--- src/rtl/ccts_pkg.sv ---
// ----------------------------------------------------------------------------
// ccts_pkg
// Shared types and constants of the crank/cam tooth sync decoder.
// ----------------------------------------------------------------------------
`default_nettype none

package ccts_pkg;

    // Edge kinds
    localparam logic OP_CRANK = 1'b0;
    localparam logic OP_CAM   = 1'b1;

    // Configuration register indexes
    localparam logic CFG_CRANK_LOCK  = 1'b0;
    localparam logic CFG_BASE_FILTER = 1'b1;

    // Reset values and fixed constants
    localparam logic [7:0]  NO_SYNC_COUNT   = 8'd99;
    localparam logic [15:0] RESET_FILTER    = 16'd1500;
    localparam logic [6:0]  ANGLE_SHORT     = 7'd72;
    localparam logic [6:0]  ANGLE_LONG      = 7'd108;
    localparam logic [7:0]  TOOTH_ONE       = 8'd1;
    localparam logic [7:0]  TOOTH_THREE     = 8'd3;
    localparam logic [7:0]  TOOTH_WRAP      = 8'd5;
    localparam logic [7:0]  CAM_ARMED       = 8'd2;

    // One edge transaction
    typedef struct packed {
        logic        operation;
        logic [31:0] timestamp;
        logic        cranking;
    } t_in_item;

    // One result transaction
    typedef struct packed {
        logic        valid_trigger;
        logic        sync_flag;
        logic [7:0]  tooth_number;
        logic        end_coil_one;
        logic        end_coil_two;
        logic [6:0]  gap_angle;
        logic [31:0] filter_out;
        logic [31:0] last_tooth_out;
        logic [31:0] prior_tooth_out;
        logic [15:0] revolutions_out;
        logic [7:0]  cam_count_out;
    } t_out_item;

endpackage

`default_nettype wire

--- src/rtl/ccts_fifo.sv ---
// ----------------------------------------------------------------------------
// ccts_fifo
// Small register queue; push and pop may happen in the same cycle.
// ----------------------------------------------------------------------------
`default_nettype none

module ccts_fifo #(
    parameter int WIDTH = 34,
    parameter int DEPTH = 2
) (
    input  wire logic             i_clk,
    input  wire logic             i_rst_n,
    input  wire logic             i_push,
    input  wire logic [WIDTH-1:0] i_data,
    output logic                  o_full,
    input  wire logic             i_pop,
    output logic [WIDTH-1:0]      o_data,
    output logic                  o_empty
);
    localparam int PW = (DEPTH > 1) ? $clog2(DEPTH) : 1;
    localparam int CW = $clog2(DEPTH + 1);
    localparam logic [PW-1:0] LAST = PW'(DEPTH - 1);
    localparam logic [CW-1:0] FULL_CNT = CW'(DEPTH);

    logic [WIDTH-1:0] r_mem [DEPTH];
    logic [PW-1:0]    r_wr_ptr, n_wr_ptr;
    logic [PW-1:0]    r_rd_ptr, n_rd_ptr;
    logic [CW-1:0]    r_count, n_count;
    logic             do_push, do_pop;

    assign o_full  = (r_count == FULL_CNT);
    assign o_empty = (r_count == '0);
    assign o_data  = r_mem[r_rd_ptr];
    assign do_push = i_push && !o_full;
    assign do_pop  = i_pop && !o_empty;

    // Pointer and fill count update
    always_comb begin
        n_wr_ptr = r_wr_ptr;
        n_rd_ptr = r_rd_ptr;
        n_count  = r_count;
        if (do_push) begin
            n_wr_ptr = (r_wr_ptr == LAST) ? '0 : r_wr_ptr + 1'b1;
        end
        if (do_pop) begin
            n_rd_ptr = (r_rd_ptr == LAST) ? '0 : r_rd_ptr + 1'b1;
        end
        if (do_push && !do_pop) begin
            n_count = r_count + 1'b1;
        end else if (do_pop && !do_push) begin
            n_count = r_count - 1'b1;
        end
    end

    always_ff @(posedge i_clk) begin
        if (!i_rst_n) begin
            r_wr_ptr <= '0;
            r_rd_ptr <= '0;
            r_count  <= '0;
        end else begin
            r_wr_ptr <= n_wr_ptr;
            r_rd_ptr <= n_rd_ptr;
            r_count  <= n_count;
        end
    end

    // Storage, no reset needed
    always_ff @(posedge i_clk) begin
        if (do_push) begin
            r_mem[r_wr_ptr] <= i_data;
        end
    end

endmodule

`default_nettype wire

--- src/rtl/ccts_core.sv ---
// ----------------------------------------------------------------------------
// ccts_core
// Back end: applies one edge per cycle to the decoder state unless the result
// queue is full, and builds the result transaction.
// ----------------------------------------------------------------------------
`default_nettype none

module ccts_core (
    input  wire logic               i_clk,
    input  wire logic               i_rst_n,
    input  wire logic               i_cfg_we,
    input  wire logic               i_cfg_index,
    input  wire logic [15:0]        i_cfg_wdata,
    input  wire ccts_pkg::t_in_item i_item,
    input  wire logic               i_item_valid,
    output logic                    o_item_take,
    output ccts_pkg::t_out_item     o_result,
    output logic                    o_result_push,
    input  wire logic               i_result_full
);
    import ccts_pkg::*;

    // Configuration
    logic        r_crank_lock;
    logic [15:0] r_base_filter;

    // Decoder state
    logic [31:0] r_last_crank, n_last_crank;
    logic [31:0] r_prior_crank, n_prior_crank;
    logic [7:0]  r_tooth, n_tooth;
    logic [31:0] r_filter, n_filter;
    logic [6:0]  r_angle, n_angle;
    logic        r_sync, n_sync;
    logic [15:0] r_revs, n_revs;
    logic [31:0] r_last_cam, n_last_cam;
    logic [31:0] r_cam_gap, n_cam_gap;
    logic [7:0]  r_cam, n_cam;

    logic        fire;
    logic [31:0] crank_gap, cam_gap;
    logic [33:0] gap_x3;
    logic [7:0]  tooth_inc, tooth_new, cam_base;
    logic        tooth_wrap, sync_new;
    logic        valid_trig, coil_one, coil_two;

    assign fire          = i_item_valid && !i_result_full;
    assign o_item_take   = fire;
    assign o_result_push = fire;

    assign crank_gap  = i_item.timestamp - r_last_crank;
    assign cam_gap    = i_item.timestamp - r_last_cam;
    assign gap_x3     = {2'b00, crank_gap} + {1'b0, crank_gap, 1'b0};
    assign tooth_inc  = r_tooth + 8'd1;
    assign tooth_wrap = (tooth_inc == TOOTH_ONE) || (tooth_inc == TOOTH_WRAP);
    assign tooth_new  = tooth_wrap ? TOOTH_ONE : tooth_inc;
    assign sync_new   = r_sync || tooth_wrap;

    // Next-state of the decoder for the edge at the queue head
    always_comb begin
        n_last_crank  = r_last_crank;
        n_prior_crank = r_prior_crank;
        n_tooth       = r_tooth;
        n_filter      = r_filter;
        n_angle       = r_angle;
        n_sync        = r_sync;
        n_revs        = r_revs;
        n_last_cam    = r_last_cam;
        n_cam_gap     = r_cam_gap;
        n_cam         = r_cam;
        valid_trig    = 1'b0;
        coil_one      = 1'b0;
        coil_two      = 1'b0;
        cam_base      = r_cam;
        if (i_item.operation == OP_CRANK) begin
            if (crank_gap >= r_filter) begin
                valid_trig = 1'b1;
                n_tooth    = tooth_new;
                if (tooth_wrap) begin
                    n_sync = 1'b1;
                    n_revs = r_revs + 16'd1;
                end
                if (sync_new) begin
                    // coil-end pulses while cranking under crank lock
                    if (i_item.cranking && r_crank_lock) begin
                        coil_one = (tooth_new == TOOTH_ONE);
                        coil_two = (tooth_new == TOOTH_THREE);
                    end
                    if (tooth_new == TOOTH_ONE || tooth_new == TOOTH_THREE) begin
                        n_angle  = ANGLE_SHORT;
                        n_filter = crank_gap;
                    end else begin
                        n_angle  = ANGLE_LONG;
                        n_filter = {1'b0, gap_x3[33:3]};
                    end
                    n_prior_crank = r_last_crank;
                    n_last_crank  = i_item.timestamp;
                end
            end
        end else begin
            n_cam_gap  = cam_gap;
            n_last_cam = i_item.timestamp;
            if (!r_sync) begin
                if (r_cam == CAM_ARMED) begin
                    n_tooth = TOOTH_ONE;
                    n_sync  = 1'b1;
                end else begin
                    n_filter = {16'd0, r_base_filter};
                    // short cam gap loads the cam count from the armed value
                    if (cam_gap < {1'b0, r_cam_gap[31:1]}) begin
                        cam_base = CAM_ARMED;
                    end
                end
                n_cam = cam_base + 8'd1;
            end
        end
    end

    // Result built from the updated state
    always_comb begin
        o_result.valid_trigger   = valid_trig;
        o_result.sync_flag       = n_sync;
        o_result.tooth_number    = n_tooth;
        o_result.end_coil_one    = coil_one;
        o_result.end_coil_two    = coil_two;
        o_result.gap_angle       = n_angle;
        o_result.filter_out      = n_filter;
        o_result.last_tooth_out  = n_last_crank;
        o_result.prior_tooth_out = n_prior_crank;
        o_result.revolutions_out = n_revs;
        o_result.cam_count_out   = n_cam;
    end

    // Configuration registers
    always_ff @(posedge i_clk) begin
        if (!i_rst_n) begin
            r_crank_lock  <= 1'b0;
            r_base_filter <= RESET_FILTER;
        end else if (i_cfg_we) begin
            unique case (i_cfg_index)
                CFG_CRANK_LOCK:  r_crank_lock  <= i_cfg_wdata[0];
                CFG_BASE_FILTER: r_base_filter <= i_cfg_wdata;
                default:         r_crank_lock  <= r_crank_lock;
            endcase
        end
    end

    // Decoder state registers
    always_ff @(posedge i_clk) begin
        if (!i_rst_n) begin
            r_last_crank  <= '0;
            r_prior_crank <= '0;
            r_tooth       <= NO_SYNC_COUNT;
            r_filter      <= {16'd0, RESET_FILTER};
            r_angle       <= ANGLE_LONG;
            r_sync        <= 1'b0;
            r_revs        <= '0;
            r_last_cam    <= '0;
            r_cam_gap     <= '0;
            r_cam         <= '0;
        end else if (fire) begin
            r_last_crank  <= n_last_crank;
            r_prior_crank <= n_prior_crank;
            r_tooth       <= n_tooth;
            r_filter      <= n_filter;
            r_angle       <= n_angle;
            r_sync        <= n_sync;
            r_revs        <= n_revs;
            r_last_cam    <= n_last_cam;
            r_cam_gap     <= n_cam_gap;
            r_cam         <= n_cam;
        end
    end

endmodule

`default_nettype wire

--- src/rtl/crank_cam_tooth_sync_decoder.sv ---
// ----------------------------------------------------------------------------
// crank_cam_tooth_sync_decoder
// Crank/cam trigger wheel decoder: edge queue, decoder core, result queue.
// ----------------------------------------------------------------------------
//  Channel   | Direction | Handshake         | Payload
//  ----------+-----------+-------------------+-------------------------
//  edges     | in        | push / full       | i_in_item  (t_in_item)
//  results   | out       | empty / pop       | o_result   (t_out_item)
//  config    | in        | i_cfg_we          | i_cfg_index, i_cfg_wdata
//
//  One edge per clock is decoded by the core while the result queue is not
//  full, so one result leaves per cycle in steady state.
//  An accepted edge is registered in the edge queue, decoded by the core
//  from the queue head, and its result registered in the result queue, from
//  whose head it can then be popped.
//  Reset clears pointers and core state, not queue storage; no clearing pass.
//  A full result queue stalls the core; the edge queue keeps taking edges
//  until it is full too.
// ----------------------------------------------------------------------------
`default_nettype none

module crank_cam_tooth_sync_decoder #(
    parameter int QUEUE_DEPTH = 2
) (
    input  wire logic                i_clk,
    input  wire logic                i_rst_n,
    input  wire logic                push,
    output logic                     full,
    input  wire ccts_pkg::t_in_item  i_in_item,
    output logic                     empty,
    input  wire logic                pop,
    output ccts_pkg::t_out_item      o_result,
    input  wire logic                i_cfg_we,
    input  wire logic                i_cfg_index,
    input  wire logic [15:0]         i_cfg_wdata
);
    import ccts_pkg::*;

    localparam int IN_W  = $bits(t_in_item);
    localparam int OUT_W = $bits(t_out_item);

    t_in_item  head_item;
    t_out_item core_result;
    logic      edge_empty, edge_take, result_push, result_full;

    // Front: edge transaction queue
    ccts_fifo #(
        .WIDTH (IN_W),
        .DEPTH (QUEUE_DEPTH)
    ) u_edge_q (
        .i_clk   (i_clk),
        .i_rst_n (i_rst_n),
        .i_push  (push),
        .i_data  (i_in_item),
        .o_full  (full),
        .i_pop   (edge_take),
        .o_data  (head_item),
        .o_empty (edge_empty)
    );

    // Back: decoder core
    ccts_core u_core (
        .i_clk         (i_clk),
        .i_rst_n       (i_rst_n),
        .i_cfg_we      (i_cfg_we),
        .i_cfg_index   (i_cfg_index),
        .i_cfg_wdata   (i_cfg_wdata),
        .i_item        (head_item),
        .i_item_valid  (!edge_empty),
        .o_item_take   (edge_take),
        .o_result      (core_result),
        .o_result_push (result_push),
        .i_result_full (result_full)
    );

    // Result transaction queue
    ccts_fifo #(
        .WIDTH (OUT_W),
        .DEPTH (QUEUE_DEPTH)
    ) u_result_q (
        .i_clk   (i_clk),
        .i_rst_n (i_rst_n),
        .i_push  (result_push),
        .i_data  (core_result),
        .o_full  (result_full),
        .i_pop   (pop),
        .o_data  (o_result),
        .o_empty (empty)
    );

endmodule

`default_nettype wire

--- config.mk ---
export PLATFORM = sky130hd
export DESIGN_NAME = crank_cam_tooth_sync_decoder
export DESIGN_NICKNAME = d
export VERILOG_FILES = /design/src/rtl/ccts_pkg.sv /design/src/rtl/ccts_fifo.sv /design/src/rtl/ccts_core.sv /design/src/rtl/crank_cam_tooth_sync_decoder.sv
export SDC_FILE = /design/constraint.sdc
export NUM_CORES = 1
export LEC_CHECK = 0
export ABC_AREA = 1
export BUFFER_PORTS_ARGS = -buffer_cell sky130_fd_sc_hd__buf_2
export CORE_ASPECT_RATIO = 1.75
export CORE_MARGIN = 4
export CORE_UTILIZATION = 61
export DETAILED_ROUTE_END_ITERATION = 10
export PLACE_DENSITY = 0.81
export SYNTH_ARGS = -nofsm -noshare
export SYNTH_HDL_FRONTEND = slang
export SYNTH_SLANG_ARGS = --single-unit
--- constraint.sdc ---
create_clock -name i_clk -period 9.16 [get_ports i_clk]
set_input_delay 0.458 -clock i_clk [delete_from_list [all_inputs] [get_ports i_clk]]
set_output_delay 0.458 -clock i_clk [all_outputs]
set_load 0.01 [all_outputs]
==> qor.yml <==
postCtsHoldBufs: 0
htree_levels: 2
min-delay-start: "i_in_item[25]"
dr.pass1.iters: 6
drive_above_1_share: 0.134
crit_type: "reg -> reg"
period_minus_slack_ns: 7.91
cp_common_cell: "nand2_1"
grt_pass1_wl_um: 129000
min_period_over_period: 0.864
tightest_slew_ns: 1.11
cp-end-kind: "flip-flop"
path_clk_slew_ns: 0.07
first_iter_violations: 2010
ys_ff_latch: 572
syn_area_um2: 30100
status: "completed"
critPathTopFamily: "simple AND/OR/NAND/NOR gates"
avgRoutedWirePerCell_um: 20.1
cp.arrival_ns: 8.33
insertion_delay_ns: 0.61
syn_avg_cell_area_um2: 9.00
fillCellCount: 3827
dieArea_um2: 53100
antenna_found_initial: 2
setup_tns_ns: 0
area_growth_pct: 10.9
finalClockSkew_ns: 0.0300
min-delay-path-class: "in -> reg"
routed_wirelength_um: 84100
overflow: 0
cp.required_ns: 9.58
timing.fmax_mhz: 126
ys_types: 55
numCtsBuffers: 49
drv_slew: 0
synth_top_area_share: 0.345
numPortBuffers: 196
cts_tree: "built"
slowest_stage: "buf_4"
track_usage: 0.309
synth-main-ff-cell: "edfxtp_1"
start_util: 0.617
critPathMaxFanout: 101
die_y_um: 302
grt_max_degree: 140
setup_viol: 0
root_buffer: "clkbuf_16"
cts.path.max_buffers: 3
synth.most_common_cell: "nand2_1"
drc_errors: 0
synth_edf_count: 346
hold_viol: 0
syn_nets: 3564
drv_cap: 0
ys_top_cells_by_count: "655 x nand2_1, 437 x inv_1, 346 x edfxtp_1"
ctsResizeCount: 0
num_rows: 107
ant_nets: 0
critPathBufInv: 7
nets: 3709
clkSinkCount: 572
rsz0062_at_grt: "no"
post_cts_buffers: 0
cp-start-kind: "flip-flop"
via_count: 24300
cp_slowest_stage_delay_ns: 0.72
via_per_inst: 5.81
synth-async-reset-ratio: 0
syn_inst: 3342
grt_pass1_vias: 23900
io-pin-count: 197
core_um2: 48700
place_hpwl_um: 60700
ys_top_cells_by_area: "edfxtp_1 35%, dfxtp_1 15%, nand2_1 8.2%"
yosysWarningCount: 0
place.gp.congestion: 1.01
max_slew_margin: 0.261
synth_area_leader_cell: "edfxtp_1"
die_w_um: 176
ys_seq_area_frac: 0.496
==> state kept, by name, indices dropped and copies added, names as in the netlist, named ones only <==
| register | flops |
|---|---|
| u_core.r_last_cam | 32 |
| u_result_q.r_mem | 278 |
| u_core.r_revs | 16 |
| u_edge_q.r_mem | 68 |
| u_edge_q.r_wr_ptr | 1 |
| u_edge_q.r_count | 2 |
| u_core.r_last_crank | 32 |
| u_edge_q.r_rd_ptr | 1 |
| u_core.r_base_filter | 16 |
| u_result_q.r_wr_ptr | 1 |
| u_core.r_filter | 32 |
| u_core.r_cam | 8 |
| u_core.r_crank_lock | 1 |
| u_core.r_angle | 7 |
| u_result_q.r_count | 2 |
| u_core.r_sync | 1 |
| u_core.r_prior_crank | 32 |
| u_core.r_cam_gap | 31 |
| u_result_q.r_rd_ptr | 1 |
| u_core.r_tooth | 8 |
==> layout make-up <==
cell class | count | area (um2) | area share
clock inverter | 37 | 558 | 0.0167
multi-input combinational | 2202 | 13000 | 0.389
tap | 654 | 818 | 0.0245
timing repair buffer | 215 | 1140 | 0.0341
sequential | 572 | 14900 | 0.447
antenna | 2 | 5.00 | 0.000150
inverter | 447 | 1680 | 0.0505
clock buffer | 55 | 1250 | 0.0374
==> final timing paths <==
check	to	slack, ns	cells after the start
min reg2reg	u_core.r_angle[0]$_SDFFE_PN0P_	0.43	2
min	u_edge_q.r_mem[0][25]$_DFFE_PP_	0.03	1
max	u_result_q.r_mem[0][72]$_DFFE_PP_	1.25	28
max reg2reg	u_result_q.r_mem[0][72]$_DFFE_PP_	1.25	28
==> stage by stage <==
step / worst slack, ns / area (um2) / cells / utilization / hold slack, ns
floorplan: 1.63 / 30100 / 3342 / - / 0.399
global placement: 1.53 / 31600 / 4090 / 0.647 / 0.423
detailed placement: 1.34 / 31600 / 4090 / 0.647 / 0.423
CTS: 1.27 / 33400 / 4182 / 0.685 / 0.0160
global route: 0.493 / 33400 / 4183 / 0.685 / 0.0210
finish: 1.25 / 33400 / 4184 / 0.685 / 0.0297
==> placed cells by master, fill, tap and decap left out, types with 10 or more instances in the layout <==
cell type and n:
nand2_1 655, inv_1 436, edfxtp_1 346, a21oi_1 315, o21ai_0 280, dfxtp_1 225, buf_2 196, ha_1 164
nor2_1 163, mux2_2 139, nand3_1 108, xor2_1 77, o22ai_1 51, o21ai_1 49, clkbuf_16 49, nor3_1 24
nand4_1 23, xnor2_1 23, o211ai_1 21, buf_4 18, o31ai_1 14, o21bai_1 12, bufinv_16 12, nor4_1 11
clkinv_1 10
==> routing by layer <==
metal,vias to the layer above,track usage,share of wire
li1,11700,-,-
met1,11400,0.325,0.35
met2,1016,0.564,0.51
met3,281,0.0366,0.057
met4,0,0.223,0.087
met5,-,0,0
==> cell families after synthesis <==
| family | count (synthesis) | share of synthesized area |
|---|---|---|
| AO/OA/AOI/OAI | 783 | 0.140 |
| XOR/XNOR | 100 | 0.0291 |
| adder cells (fa/ha/maj) | 166 | 0.0695 |
| buffers and inverters | 568 | 0.0738 |
| flip-flops | 572 | 0.496 |
| multiplexers | 140 | 0.0524 |
| AND/OR/NAND/NOR | 1013 | 0.140 |
Power is not shown: default switching activity piles up to over one toggle a cycle in this logic, so the estimate is an artifact.
